==> src/hw/rtl/group_prefix_rp_table_defines.svh <==
// Assertion macros shared by the RP table RTL.
// No dependencies; included by the files that carry assertions.
`ifndef GROUP_PREFIX_RP_TABLE_DEFINES_SVH
`define GROUP_PREFIX_RP_TABLE_DEFINES_SVH

// Same-cycle implication, disabled while reset is high.
`define GPRT_ASSERT_NOW(label, clk, rst, ante, cons, msg) \
   label: assert property (@(posedge clk) disable iff (rst) (ante) |-> (cons)) \
      else $error(msg);

// Next-cycle implication, disabled while reset is high.
`define GPRT_ASSERT_NEXT(label, clk, rst, ante, cons, msg) \
   label: assert property (@(posedge clk) disable iff (rst) (ante) |=> (cons)) \
      else $error(msg);

`endif

==> src/hw/rtl/gprt_pkg.sv <==
// Types, constants and codes for the group prefix RP table.
// No dependencies; used by every module of the block.
`default_nettype none

package gprt_pkg;

   localparam int TABLE_ENTRIES = 16;
   localparam int IDX_W  = (TABLE_ENTRIES > 1) ? $clog2(TABLE_ENTRIES) : 1;
   localparam int CNT_W  = $clog2(TABLE_ENTRIES + 1);
   localparam int ADDR_W = 128;
   localparam int HALF_W = 64;
   localparam int LEN_W  = 8;

   localparam logic [LEN_W-1:0] MAX_LEN = 8'd128;

   typedef enum logic [1:0] {
      OP_ADD    = 2'd0,
      OP_DEL    = 2'd1,
      OP_LOOKUP = 2'd2,
      OP_RSVD   = 2'd3
   } op_kind_type;

   typedef enum logic [1:0] {
      ST_OK        = 2'd0,
      ST_NOT_FOUND = 2'd1,
      ST_FULL      = 2'd2
   } status_type;

   typedef enum logic [1:0] {
      S_IDLE  = 2'd0,
      S_SCAN  = 2'd1,
      S_WRITE = 2'd2
   } state_type;

   typedef struct packed {
      logic [ADDR_W-1:0] group;
      logic [LEN_W-1:0]  len;
      logic [ADDR_W-1:0] rp;
   } entry_type;

   typedef struct packed {
      op_kind_type       op;
      logic [ADDR_W-1:0] group;
      logic [LEN_W-1:0]  len;
      logic [ADDR_W-1:0] rp;
   } request_type;

   typedef struct packed {
      logic             set_valid;
      logic             clr_valid;
      logic             wr_key;
      logic             wr_rp;
      logic [IDX_W-1:0] addr;
      entry_type        data;
   } wr_cmd_type;

endpackage

`default_nettype wire

==> src/hw/rtl/gprt_cmp.sv <==
// Prefix compare unit: do two 128-bit addresses agree on their leading bits.
// Depends on gprt_pkg.
`default_nettype none

module gprt_cmp (
   input  logic [gprt_pkg::ADDR_W-1:0] a,
   input  logic [gprt_pkg::ADDR_W-1:0] b,
   input  logic [gprt_pkg::LEN_W-1:0]  len,
   output logic                        hit
);

   logic [gprt_pkg::ADDR_W-1:0] mask;

   // A length of 128 shifts every one out, so the mask covers the whole word.
   always_comb begin
      mask = ~({gprt_pkg::ADDR_W{1'b1}} >> len);
      hit  = ((a ^ b) & mask) == '0;
   end

endmodule

`default_nettype wire

==> src/hw/rtl/gprt_store.sv <==
// Slot storage: valid flops plus group, length and RP memories with one
// registered read port and one write port. Depends on gprt_pkg.
`default_nettype none

module gprt_store (
   input  logic                         clock,
   input  logic                         reset,
   input  logic                         rd_en,
   input  logic [gprt_pkg::IDX_W-1:0]   rd_addr,
   input  gprt_pkg::wr_cmd_type         wr_cmd,
   output logic                         rd_valid,
   output gprt_pkg::entry_type          rd_entry
);

   logic [gprt_pkg::ADDR_W-1:0] group_mem [gprt_pkg::TABLE_ENTRIES];
   logic [gprt_pkg::LEN_W-1:0]  len_mem   [gprt_pkg::TABLE_ENTRIES];
   logic [gprt_pkg::ADDR_W-1:0] rp_mem    [gprt_pkg::TABLE_ENTRIES];

   logic [gprt_pkg::TABLE_ENTRIES-1:0] valid_ff, valid_in;
   logic                               rd_valid_ff;
   logic [gprt_pkg::ADDR_W-1:0]        rd_group_ff;
   logic [gprt_pkg::LEN_W-1:0]         rd_len_ff;
   logic [gprt_pkg::ADDR_W-1:0]        rd_rp_ff;

   always_comb begin
      valid_in = valid_ff;
      if (wr_cmd.set_valid) begin
         valid_in[wr_cmd.addr] = 1'b1;
      end
      if (wr_cmd.clr_valid) begin
         valid_in[wr_cmd.addr] = 1'b0;
      end
   end

   always_ff @(posedge clock) begin
      if (reset) begin
         valid_ff    <= '0;
         rd_valid_ff <= 1'b0;
      end else begin
         valid_ff <= valid_in;
         if (rd_en) begin
            rd_valid_ff <= valid_ff[rd_addr];
         end
      end
   end

   always_ff @(posedge clock) begin
      if (wr_cmd.wr_key) begin
         group_mem[wr_cmd.addr] <= wr_cmd.data.group;
         len_mem[wr_cmd.addr]   <= wr_cmd.data.len;
      end
      if (wr_cmd.wr_rp) begin
         rp_mem[wr_cmd.addr] <= wr_cmd.data.rp;
      end
      if (rd_en) begin
         rd_group_ff <= group_mem[rd_addr];
         rd_len_ff   <= len_mem[rd_addr];
         rd_rp_ff    <= rp_mem[rd_addr];
      end
   end

   assign rd_valid = rd_valid_ff;
   assign rd_entry = '{group: rd_group_ff, len: rd_len_ff, rp: rd_rp_ff};

endmodule

`default_nettype wire

==> src/hw/rtl/gprt_seq.sv <==
// Scan sequencer: walks the slots once per request through the shared
// prefix compare unit, then writes back and forms the response.
// Depends on gprt_pkg, gprt_cmp and the assertion macro header.
`default_nettype none
`include "group_prefix_rp_table_defines.svh"

module gprt_seq (
   input  logic                          clock,
   input  logic                          reset,
   input  logic                          accept,
   input  gprt_pkg::request_type         req,
   input  logic                          rd_valid,
   input  gprt_pkg::entry_type           rd_entry,
   output logic                          busy,
   output logic                          rd_en,
   output logic [gprt_pkg::IDX_W-1:0]    rd_addr,
   output gprt_pkg::wr_cmd_type          wr_cmd,
   output logic                          rsp_valid,
   output gprt_pkg::status_type          rsp_status,
   output logic [gprt_pkg::ADDR_W-1:0]   rsp_found_rp,
   output logic [gprt_pkg::LEN_W-1:0]    rsp_match_len
);

   localparam logic [gprt_pkg::CNT_W-1:0] CNT_LAST = gprt_pkg::CNT_W'(gprt_pkg::TABLE_ENTRIES);

   gprt_pkg::state_type         state_ff, state_in;
   logic [gprt_pkg::CNT_W-1:0]  cnt_ff, cnt_in;
   logic                        hit_ff, hit_in;
   logic [gprt_pkg::IDX_W-1:0]  hit_idx_ff, hit_idx_in;
   logic                        free_ff, free_in;
   logic [gprt_pkg::IDX_W-1:0]  free_idx_ff, free_idx_in;
   logic                        best_ff, best_in;
   logic [gprt_pkg::LEN_W-1:0]  best_len_ff, best_len_in;
   logic [gprt_pkg::ADDR_W-1:0] best_rp_ff, best_rp_in;
   logic                        rsp_valid_ff, rsp_valid_in;
   gprt_pkg::status_type        rsp_status_ff, rsp_status_in;
   logic [gprt_pkg::ADDR_W-1:0] rsp_rp_ff, rsp_rp_in;
   logic [gprt_pkg::LEN_W-1:0]  rsp_len_ff, rsp_len_in;

   logic                        eval_en;
   logic [gprt_pkg::CNT_W-1:0]  eval_cnt;
   logic [gprt_pkg::IDX_W-1:0]  eval_idx;
   logic                        pfx_hit;
   logic                        key_eq;
   logic                        hit_cand;
   logic                        free_cand;
   logic                        best_cand;

   // Every compare runs at the stored length: for add and delete the stored
   // length must equal the request length anyway.
   gprt_cmp u_cmp (
      .a   (req.group),
      .b   (rd_entry.group),
      .len (rd_entry.len),
      .hit (pfx_hit)
   );

   always_comb begin
      state_in = state_ff;
      case (state_ff)
         gprt_pkg::S_IDLE: begin
            if (accept) begin
               state_in = gprt_pkg::S_SCAN;
            end
         end
         gprt_pkg::S_SCAN: begin
            if (cnt_ff == CNT_LAST) begin
               state_in = gprt_pkg::S_WRITE;
            end
         end
         gprt_pkg::S_WRITE: begin
            state_in = gprt_pkg::S_IDLE;
         end
         default: begin
            state_in = gprt_pkg::S_IDLE;
         end
      endcase
   end

   always_comb begin
      busy     = 1'b0;
      rd_en    = 1'b0;
      eval_en  = 1'b0;
      rd_addr  = cnt_ff[gprt_pkg::IDX_W-1:0];
      eval_cnt = cnt_ff - gprt_pkg::CNT_W'(1);
      eval_idx = eval_cnt[gprt_pkg::IDX_W-1:0];
      wr_cmd   = '0;
      wr_cmd.data = '{group: req.group, len: req.len, rp: req.rp};
      case (state_ff)
         gprt_pkg::S_IDLE: begin
            busy = 1'b0;
         end
         gprt_pkg::S_SCAN: begin
            busy    = 1'b1;
            rd_en   = cnt_ff != CNT_LAST;
            eval_en = cnt_ff != '0;
         end
         gprt_pkg::S_WRITE: begin
            busy = 1'b1;
            case (req.op)
               gprt_pkg::OP_ADD: begin
                  if (hit_ff) begin
                     wr_cmd.wr_rp = 1'b1;
                     wr_cmd.addr  = hit_idx_ff;
                  end else if (free_ff) begin
                     wr_cmd.set_valid = 1'b1;
                     wr_cmd.wr_key    = 1'b1;
                     wr_cmd.wr_rp     = 1'b1;
                     wr_cmd.addr      = free_idx_ff;
                  end
               end
               gprt_pkg::OP_DEL: begin
                  if (hit_ff) begin
                     wr_cmd.clr_valid = 1'b1;
                     wr_cmd.addr      = hit_idx_ff;
                  end
               end
               default: begin
                  wr_cmd.addr = '0;
               end
            endcase
         end
         default: begin
            busy = 1'b0;
         end
      endcase
   end

   always_comb begin
      key_eq    = pfx_hit && (rd_entry.len == req.len);
      hit_cand  = eval_en && rd_valid && !hit_ff && key_eq &&
                  ((req.op == gprt_pkg::OP_ADD) ||
                   ((req.op == gprt_pkg::OP_DEL) && (rd_entry.rp == req.rp)));
      free_cand = eval_en && !rd_valid && !free_ff && (req.op == gprt_pkg::OP_ADD);
      best_cand = eval_en && rd_valid && pfx_hit && (req.op == gprt_pkg::OP_LOOKUP) &&
                  (!best_ff || (rd_entry.len > best_len_ff));

      cnt_in        = cnt_ff;
      hit_in        = hit_ff;
      hit_idx_in    = hit_idx_ff;
      free_in       = free_ff;
      free_idx_in   = free_idx_ff;
      best_in       = best_ff;
      best_len_in   = best_len_ff;
      best_rp_in    = best_rp_ff;
      rsp_valid_in  = state_ff == gprt_pkg::S_WRITE;
      rsp_status_in = rsp_status_ff;
      rsp_rp_in     = rsp_rp_ff;
      rsp_len_in    = rsp_len_ff;

      if ((state_ff == gprt_pkg::S_IDLE) && accept) begin
         cnt_in  = '0;
         hit_in  = 1'b0;
         free_in = 1'b0;
         best_in = 1'b0;
      end

      if (state_ff == gprt_pkg::S_SCAN) begin
         cnt_in = cnt_ff + gprt_pkg::CNT_W'(1);
      end

      if (hit_cand) begin
         hit_in     = 1'b1;
         hit_idx_in = eval_idx;
      end
      if (free_cand) begin
         free_in     = 1'b1;
         free_idx_in = eval_idx;
      end
      if (best_cand) begin
         best_in     = 1'b1;
         best_len_in = rd_entry.len;
         best_rp_in  = rd_entry.rp;
      end

      if (state_ff == gprt_pkg::S_WRITE) begin
         rsp_rp_in  = '0;
         rsp_len_in = '0;
         case (req.op)
            gprt_pkg::OP_ADD: begin
               rsp_status_in = (hit_ff || free_ff) ? gprt_pkg::ST_OK : gprt_pkg::ST_FULL;
            end
            gprt_pkg::OP_DEL: begin
               rsp_status_in = hit_ff ? gprt_pkg::ST_OK : gprt_pkg::ST_NOT_FOUND;
            end
            gprt_pkg::OP_LOOKUP: begin
               if (best_ff) begin
                  rsp_status_in = gprt_pkg::ST_OK;
                  rsp_rp_in     = best_rp_ff;
                  rsp_len_in    = best_len_ff;
               end else begin
                  rsp_status_in = gprt_pkg::ST_NOT_FOUND;
               end
            end
            default: begin
               rsp_status_in = gprt_pkg::ST_NOT_FOUND;
            end
         endcase
      end
   end

   always_ff @(posedge clock) begin
      if (reset) begin
         state_ff     <= gprt_pkg::S_IDLE;
         cnt_ff       <= '0;
         hit_ff       <= 1'b0;
         free_ff      <= 1'b0;
         best_ff      <= 1'b0;
         rsp_valid_ff <= 1'b0;
      end else begin
         state_ff     <= state_in;
         cnt_ff       <= cnt_in;
         hit_ff       <= hit_in;
         free_ff      <= free_in;
         best_ff      <= best_in;
         rsp_valid_ff <= rsp_valid_in;
      end
   end

   always_ff @(posedge clock) begin
      hit_idx_ff    <= hit_idx_in;
      free_idx_ff   <= free_idx_in;
      best_len_ff   <= best_len_in;
      best_rp_ff    <= best_rp_in;
      rsp_status_ff <= rsp_status_in;
      rsp_rp_ff     <= rsp_rp_in;
      rsp_len_ff    <= rsp_len_in;
   end

   assign rsp_valid     = rsp_valid_ff;
   assign rsp_status    = rsp_status_ff;
   assign rsp_found_rp  = rsp_rp_ff;
   assign rsp_match_len = rsp_len_ff;

   `GPRT_ASSERT_NEXT(a_write_gives_rsp, clock, reset, state_ff == gprt_pkg::S_WRITE, rsp_valid_ff, "write-back cycle not followed by a response")
   `GPRT_ASSERT_NOW(a_rsp_only_after_write, clock, reset, rsp_valid_ff, (state_ff == gprt_pkg::S_IDLE) && $past(state_ff == gprt_pkg::S_WRITE), "response strobe without a write-back cycle")
   `GPRT_ASSERT_NOW(a_full_only_on_add, clock, reset, rsp_valid_ff && (rsp_status_ff == gprt_pkg::ST_FULL), (req.op == gprt_pkg::OP_ADD) && !hit_ff && !free_ff, "table full reported with a slot available")
   `GPRT_ASSERT_NOW(a_len_only_on_lookup, clock, reset, rsp_valid_ff && (rsp_len_ff != '0), (rsp_status_ff == gprt_pkg::ST_OK) && (req.op == gprt_pkg::OP_LOOKUP), "match length given outside a successful lookup")
   `GPRT_ASSERT_NOW(a_hit_needs_key_op, clock, reset, (state_ff == gprt_pkg::S_SCAN) && hit_ff, (req.op == gprt_pkg::OP_ADD) || (req.op == gprt_pkg::OP_DEL), "key hit recorded for a lookup or reserved request")

endmodule

`default_nettype wire

==> src/hw/rtl/group_prefix_rp_table.sv <==
// Top level of the static rendezvous-point table with longest prefix match.
// Depends on gprt_pkg, gprt_store and gprt_seq.
//
//   Channel   Ports                         Handshake
//   request   start, busy, req_*            taken at a clock edge with start high, busy low
//   response  rsp_valid, rsp_*              one-cycle strobe, always taken
//
// A request keeps the block busy through the scan and the write-back: the slot
// memory has a single read port, so the scan reads one slot per cycle, the
// compare of the last slot follows its registered read, then write-back runs.
// The response strobe comes in the cycle after write-back, and a new request
// can be taken in that same cycle. The receiver cannot stall the block.
// Synchronous reset clears all slot valid bits at once; no clearing pass runs.
`default_nettype none

module group_prefix_rp_table (
   input  logic                          clock,
   input  logic                          reset,

   input  logic                          start,
   output logic                          busy,
   input  logic [1:0]                    req_type,
   input  logic [gprt_pkg::HALF_W-1:0]   req_group_addr_hi,
   input  logic [gprt_pkg::HALF_W-1:0]   req_group_addr_lo,
   input  logic [gprt_pkg::LEN_W-1:0]    req_prefix_len,
   input  logic [gprt_pkg::HALF_W-1:0]   req_rp_addr_hi,
   input  logic [gprt_pkg::HALF_W-1:0]   req_rp_addr_lo,

   output logic                          rsp_valid,
   output logic [1:0]                    rsp_status,
   output logic [gprt_pkg::HALF_W-1:0]   rsp_found_rp_hi,
   output logic [gprt_pkg::HALF_W-1:0]   rsp_found_rp_lo,
   output logic [gprt_pkg::LEN_W-1:0]    rsp_match_len
);

   // The request is held for the whole scan, since every slot is compared
   // against it and the write-back takes its fields.
   gprt_pkg::request_type       req_ff, req_in;
   logic                        accept;
   logic [gprt_pkg::LEN_W-1:0]  len_clamped;

   logic                        seq_busy;
   logic                        rd_en;
   logic [gprt_pkg::IDX_W-1:0]  rd_addr;
   gprt_pkg::wr_cmd_type        wr_cmd;
   logic                        rd_valid;
   gprt_pkg::entry_type         rd_entry;
   gprt_pkg::status_type        seq_status;
   logic [gprt_pkg::ADDR_W-1:0] seq_found_rp;

   assign accept = start && !seq_busy;

   // Prefix lengths beyond the address width mean a full-width match.
   always_comb begin
      len_clamped = (req_prefix_len > gprt_pkg::MAX_LEN) ? gprt_pkg::MAX_LEN : req_prefix_len;
      req_in = req_ff;
      if (accept) begin
         req_in.op    = gprt_pkg::op_kind_type'(req_type);
         req_in.group = {req_group_addr_hi, req_group_addr_lo};
         req_in.len   = len_clamped;
         req_in.rp    = {req_rp_addr_hi, req_rp_addr_lo};
      end
   end

   always_ff @(posedge clock) begin
      req_ff <= req_in;
   end

   gprt_store u_store (
      .clock    (clock),
      .reset    (reset),
      .rd_en    (rd_en),
      .rd_addr  (rd_addr),
      .wr_cmd   (wr_cmd),
      .rd_valid (rd_valid),
      .rd_entry (rd_entry)
   );

   gprt_seq u_seq (
      .clock         (clock),
      .reset         (reset),
      .accept        (accept),
      .req           (req_ff),
      .rd_valid      (rd_valid),
      .rd_entry      (rd_entry),
      .busy          (seq_busy),
      .rd_en         (rd_en),
      .rd_addr       (rd_addr),
      .wr_cmd        (wr_cmd),
      .rsp_valid     (rsp_valid),
      .rsp_status    (seq_status),
      .rsp_found_rp  (seq_found_rp),
      .rsp_match_len (rsp_match_len)
   );

   assign busy            = seq_busy;
   assign rsp_status      = seq_status;
   assign rsp_found_rp_hi = seq_found_rp[gprt_pkg::ADDR_W-1:gprt_pkg::HALF_W];
   assign rsp_found_rp_lo = seq_found_rp[gprt_pkg::HALF_W-1:0];

endmodule

`default_nettype wire

==> config.mk <==
export PLATFORM = sky130hd
export DESIGN_NAME = group_prefix_rp_table
export DESIGN_NICKNAME = d
export VERILOG_FILES = /design/src/hw/rtl/gprt_pkg.sv /design/src/hw/rtl/gprt_cmp.sv /design/src/hw/rtl/gprt_store.sv /design/src/hw/rtl/gprt_seq.sv /design/src/hw/rtl/group_prefix_rp_table.sv
export VERILOG_INCLUDE_DIRS = /design/src /design/src/hw/rtl
export SDC_FILE = /design/constraint.sdc
export NUM_CORES = 2
export LEC_CHECK = 0
export BUFFER_PORTS_ARGS = -buffer_cell sky130_fd_sc_hd__buf_2
export CORE_MARGIN = 10
export CORE_UTILIZATION = 40
export CTS_BUF_LIST = sky130_fd_sc_hd__clkbuf_8 sky130_fd_sc_hd__clkbuf_16
export DETAILED_ROUTE_END_ITERATION = 12
export PLACE_DENSITY_LB_ADDON = 0.3
export SLEW_MARGIN = 5
export SYNTH_ARGS = -nofsm -noshare
export SYNTH_HDL_FRONTEND = slang
export SYNTH_MEMORY_MAX_BITS = 65536
export SYNTH_SLANG_ARGS = --single-unit
==> constraint.sdc <==
create_clock -name clock -period 23.6 [get_ports clock]
set_input_delay 4.72 -clock clock [delete_from_list [all_inputs] [get_ports clock]]
set_output_delay 4.72 -clock clock [all_outputs]
set_load 0.1 [all_outputs]
# After elaboration in Yosys (flattened, before gate mapping)
# Memories as Yosys holds them, arrays and structs flattened. A register that Yosys moved wholly into a read port is not among the register bits.
# Cells that the tools add are included.
# W data, S select, Z words.
[word_totals]
wordCells = 118
inputBits = 269
ram_bits = 4224
n_memories = 3
regBits = 576
[classes]
n_reduce_logical = 34
addsub = 2
n_mux = 38
bitwise_logic = 6
n_eq_ne = 10
magnitude_cmp = 5
n_shift = 1
[mem_list]
columns = ["memory", "depth", "word_bits", "read_ports", "rd_ports_with_merged_regs", "write_ports", "line", "rtl"]
rows = [
  ["u_store.group_mem", 16, 128, 1, 1, 1, "gprt_store.sv:15", "logic [gprt_pkg::ADDR_W-1:0] group_mem [gprt_pkg::TABLE_ENTRIES];"],
  ["u_store.rp_mem", 16, 128, 1, 1, 1, "gprt_store.sv:17", "logic [gprt_pkg::ADDR_W-1:0] rp_mem [gprt_pkg::TABLE_ENTRIES];"],
  ["u_store.len_mem", 16, 8, 1, 1, 1, "gprt_store.sv:16", "logic [gprt_pkg::LEN_W-1:0] len_mem [gprt_pkg::TABLE_ENTRIES];"],
]
[op_table]
columns = ["op", "count"]
rows = [
  ["$and A128 B128 Y128", 1],
  ["$eq A128 B128 Y1", 1],
  ["$logic_not A128 Y1", 1],
  ["$not A128 Y128", 1],
  ["$shr A128 B8 Y128 const A", 1],
  ["$xor A128 B128 Y128", 1],
  ["$mux W16", 2],
  ["$mux W1", 21],
  ["$and A16 B16 Y16", 1],
  ["$not A16 Y16", 1],
  ["$or A16 B16 Y16", 1],
  ["$logic_and A1 B1 Y1", 15],
  ["$mux W5", 3],
  ["$lt A4 B5 Y1 const B", 2],
  ["$eq A8 B8 Y1", 1],
  ["$gt A8 B8 Y1", 1],
  ["$gt A8 B8 Y1 const B", 1],
  ["$mux W2", 4],
  ["$mux W8", 1],
  ["$pmux W4 S2", 1],
  ["$reduce_bool A2 Y1", 4],
  ["$mux W6", 1],
  ["$pmux W2 S3", 1],
  ["$add A5 B1 Y5 const B", 1],
  ["17 further kinds", 28],
]

# Logic depth before layout (Yosys ltp)
[logic_depth]
depth_word = 12
depth_mapped = 14

# Cells and area by module
# From an unflattened synthesis, not the netlist that was laid out.
[hier_totals]
hier_cells = 8312
hier_area_um2 = 192843.7
[modules_own_cells]
columns = ["mod", "area_per_inst_um2", "cells_each", "instances"]
rows = [
  ["gprt_store", 167410.6, 6475, 1],
  ["gprt_seq", 14574.0, 1147, 1],
  ["group_prefix_rp_table", 8041.5, 275, 1],
  ["gprt_cmp", 2817.7, 415, 1],
]

# Worst setup path before layout
# No wires, ideal clock.
[synth_timing]
kind = "register -> register"
start = "register u_seq.state_ff[0]"
end = "memory u_store.group_mem[14][0] in the netlist's numbering, enable pin"
required_ns = 22.632
arrival_ns = 17.253
path_slack_ns = 5.379
n_path_buf = 1
stages_incl_launch_ff = 6
period_less_slack_ns = 18.221
cell_sequence = "dfxtp_1 -> inv_1 -> ha_1 -> clkbuf_1 -> nand3_1 -> nor4_1"
[synth_between]
elab_chain_len = 4
[synth_lines]
columns = ["element", "line", "rtl"]
rows = [
  ["from (decl)", "gprt_seq.sv:26", "gprt_pkg::state_type state_ff, state_in;"],
  ["from (signal assigned)", "gprt_seq.sv:204", "state_ff <= gprt_pkg::S_IDLE;"],
  ["from (signal assigned)", "gprt_seq.sv:211", "state_ff <= state_in;"],
  ["$eq A2 B2 Y1 (*)", "-", ""],
  ["net u_seq.rsp_valid_in", "gprt_seq.sv:35", "logic rsp_valid_ff, rsp_valid_in;"],
  ["$mux W8 (*)", "gprt_seq.sv:89", "case (state_ff)"],
  ["$mux W1", "gprt_store.sv:48", "if (wr_cmd.wr_key) begin"],
  ["$mux W1 (implied by the code)", "gprt_store.sv:49", "group_mem[wr_cmd.addr] <= wr_cmd.data.group;"],
  ["to (decl)", "gprt_store.sv:15", ""],
]
# Mark *: on every way through the listed nets, which the timed path passes. The rest lies on a longest branch.

# Final worst setup path
[layout_timing]
start = "input start"
end = "register u_seq.cnt_ff[3] in the netlist's numbering"
[layout_between]
elab_chain_len = 3
[layout_lines]
columns = ["element", "line", "rtl"]
rows = [
  ["from (decl)", "group_prefix_rp_table.sv:20", "input logic start,"],
  ["$logic_and A1 B1 Y1", "group_prefix_rp_table.sv:51", "assign accept = start && !seq_busy;"],
  ["net accept", "group_prefix_rp_table.sv:39", "logic accept;"],
  ["$logic_and A1 B1 Y1", "gprt_seq.sv:151", "if ((state_ff == gprt_pkg::S_IDLE) && accept) begin"],
  ["$reduce_bool A2 Y1 (no source line)", "-", ""],
  ["to (signal assigned)", "gprt_seq.sv:212", "cnt_ff <= cnt_in;"],
  ["to (decl)", "gprt_seq.sv:27", "logic [gprt_pkg::CNT_W-1:0] cnt_ff, cnt_in;"],
]
# The timed path passes the listed nets, and every way through them passes these cells.
# A chain may end at the register's enable or synchronous reset.

==> metrics.txt <==
TritonCTS Buffers 534; post-route cell area 216600 um2; die area around 500000 um2; # clock sinks just over 5k; Initial Utilization 40.20%; setup_tns 0 ns; vias in the first global route 90.67k; vias post-DR 88.14k; Cell Count Post-Placement ~14k; Area growth, synth to finish 14.23%; pre-CTS setup slack 15.28 ns; Design Power 23.00 mW; clock share of power 34.5%; Final Hold Vio Count 0; final antenna-violating net count 0; 1st-iter DRT viols 11.12k; Final HPWL DP 267100 um; GRT Util Overall between 15 and 20%; WS Path Type in2reg; switching power of the nets 6.387 mW; largest fanout on the critical path 103; GRT overflow 0; die width roughly 710 um; share of the yosys chip area belonging to registers 80.04%; VDD IR max 0.00008596 V; postcts setup bufs 0; Slew headroom 17.76%; yosys warns 0; IO buf count between 400 and 500; final slew viol count 0; proportion of power drawn by combinational gates ~14%; Cells after Synth 7791; Worst-Margin Slew approximately 1.2 ns; Flop pwr share 51.0%; # hold bufs at CTS 0; initial antenna violation count 60; drt pass-1 iters 11; die height 708.5 um; Pint 16.61 mW; CP max stage cell buf_4; PnR worst setup slack 16.38 ns; top_reg_cell synth edfxtp_1; Finish-stage setup viols 0; layout cells sized above 1 29.51%; cts repair resizes 0; nets@finish approximately 8.8k; Post-Syn Area 189600 um2; Crit path required time approximately 24 ns; via density per instance 5.802; ys async rst share 0%; CTS H-tree depth 6; mean area per synthesized cell approximately 24 um2; Root Driver clkbuf_16; commonest cells in the netlist edfxtp_1, mux4_2, clkbuf_1; Max Fclk roughly 0.14 GHz; clock slew at the register clock pins of the worst setup and hold paths 0.06 ns; Synth Register Bits between 5k and 6k; Cell Area, Placed about 200000 um2; leading area contributor after synthesis edfxtp_1; Leak around 66 nW; Maximum Capacitance Violations 0; Cell Rows 252; unrepaired setup endpoints after global routing no; leading post-synthesis cells by cell area edfxtp_1, mux4_2, xor2_1, clkbuf_1, and2_1; CP endpoint kind flop; synthesized net count 8074; first-pass GRT wire length about 710000 um; PwrDens 106.2 nW/um2; top cell type's share of synthesized area 79.75%; Post-synth EDFFs 5036; status completed; Critical Path, Cell by Cell buf_2, nand2b_1, inv_8, buf_4, buf_12, a21oi_1, a22oi_1, nor2_1; Core Footprint 471700 um2; final non-filler cell total around 15k; fin crit share 30.58%; Worst setup SP type input pin; largest net degree at the start of global routing about 150; CTS tree yes; CP max stage delay 0.87 ns; Final Skew 0.05003 ns; crit path DAT 8.10 ns; Residual DRC 0; latest clock arrival within the worst-skew pair 1.05 ns; Ports 409; most frequent cell after synthesis edfxtp_1; hold crit path type reg2reg; Routed WL 505600 um; post-synthesis cell type count 70; Sw Ratio 27.77%; minimum clock period 7.218 ns; CTS max path bufs 4; Wirelength per Cell roughly 33 um; GP Congestion 0.8485
-- per-stage QoR --
| stage | util, % | hold WS [ns] |
|---|---|---|
| floorplan | - | 0.4244 |
| global placement | 42.40 | 0.4411 |
| detailed placement | 42.40 | 0.4552 |
| CTS | 45.91 | 0.4611 |
| global route | 45.91 | 0.4675 |
| finish | 45.92 | 0.4628 |
-- area by class of cell --
type / count / area, um2
antenna: 23 / 57.56
multi-input combinational: 2319 / 36570
tap: 6223 / 7786
sequential: 5064 / 151800
fill: 38530 / 255100
clock inverter: 398 / 2913
clock buffer: 547 / 13640
inverter: 51 / 211.5
timing repair buffer: 566 / 3641
-- per-layer routing --
layer  vias to the layer above  global-route usage, %  part of all wire [%]
li1                      34850                      -                     -
met1                     48120                  27.05                    40
met2                      4353                  32.27                    49
met3                       801                  3.967                   8.4
met4                        12                  5.186                   2.7
met5                         -                      0                 0.014
-- flip-flops by register name, summed over array words and instances, names as in the netlist, 4 cells and up --
register and cells:
u_seq.best_len_ff 8, u_seq.rsp_found_rp 128, u_seq.free_idx_ff 4, u_seq.hit_idx_ff 4, u_seq.cnt_ff 5, u_store.len_mem 128
u_store.rd_len_ff 8, u_store.rd_group_ff 128, u_store.group_mem 2048, u_seq.rsp_match_len 8, u_store.valid_ff 16, u_store.rp_mem 2048
u_store.rd_rp_ff 128, u_seq.best_rp_ff 128, req_ff 266
-- power by group through the flow --
stage | logic (mW) | clock network, mW | registers, mW
final | 3.32 | 7.94 | 11.7
after global routing | 3.49 | 8.45 | 11.8
after CTS | 3.38 | 8.08 | 11.7
after detailed placement | 3.37 | 0 | 11.9
after global placement | 3.35 | 0 | 11.8
after floorplan | 1.85 | 0 | 12.1
-- worst max-delay path: cells and delay by family --
family	cells	cell delay [ns]
AO/OA/AOI/OAI	2	0.63
buffers and inverters	4	2.32
AND/OR/NAND/NOR	2	0.29
-- cell families after synthesis --
group | after synthesis | share of synthesized area [%]
multiplexers | 1320 | 15.59
buffers and inverters | 408 | 0.8142
flip-flops | 5064 | 80.04
AND/OR/NAND/NOR | 491 | 1.464
XOR/XNOR | 222 | 1.025
AO/OA/AOI/OAI | 272 | 0.9719
adder cells (fa/ha/maj) | 14 | 0.09237
-- worst paths after layout --
check	start	end	depth (start not counted)	slack, ns
hold reg to reg	u_store.rd_rp_ff[46]	u_seq.best_rp_ff[46]	0	0.46
setup / recovery	start	u_seq.cnt_ff[3]	8	16.38
setup reg to reg	u_seq.cnt_ff[1]	u_store.rd_group_ff[84]	6	18.00
hold / removal	u_store.rd_rp_ff[46]	u_seq.best_rp_ff[46]	0	0.46
-- layout by cell type (no fill, tap or decap), drive strengths merged, types with 14 or more instances in the layout --
cell type | Yosys | layout
xnor2 | 88 | 88
a211oi | 27 | 27
clkinv | 0 | 202
nand4 | 26 | 26
nor2b | 52 | 52
mux4 | 1307 | 1307
nor2 | 65 | 65
xor2 | 134 | 134
inv | 51 | 217
nor3 | 25 | 25
diode | 0 | 23
edfxtp | 5036 | 5036
dfxtp | 28 | 28
a21oi | 71 | 71
and2 | 148 | 148
nor4 | 41 | 41
a31oi | 17 | 17
nand3 | 14 | 14
o21ai | 37 | 37
clkbuf | 254 | 547
buf | 103 | 566
nand2 | 60 | 60
o22ai | 22 | 22
ha | 14 | 14
bufinv | 0 | 21
nand2b | 24 | 24
Note: power is estimated with default switching activity, not from simulation.
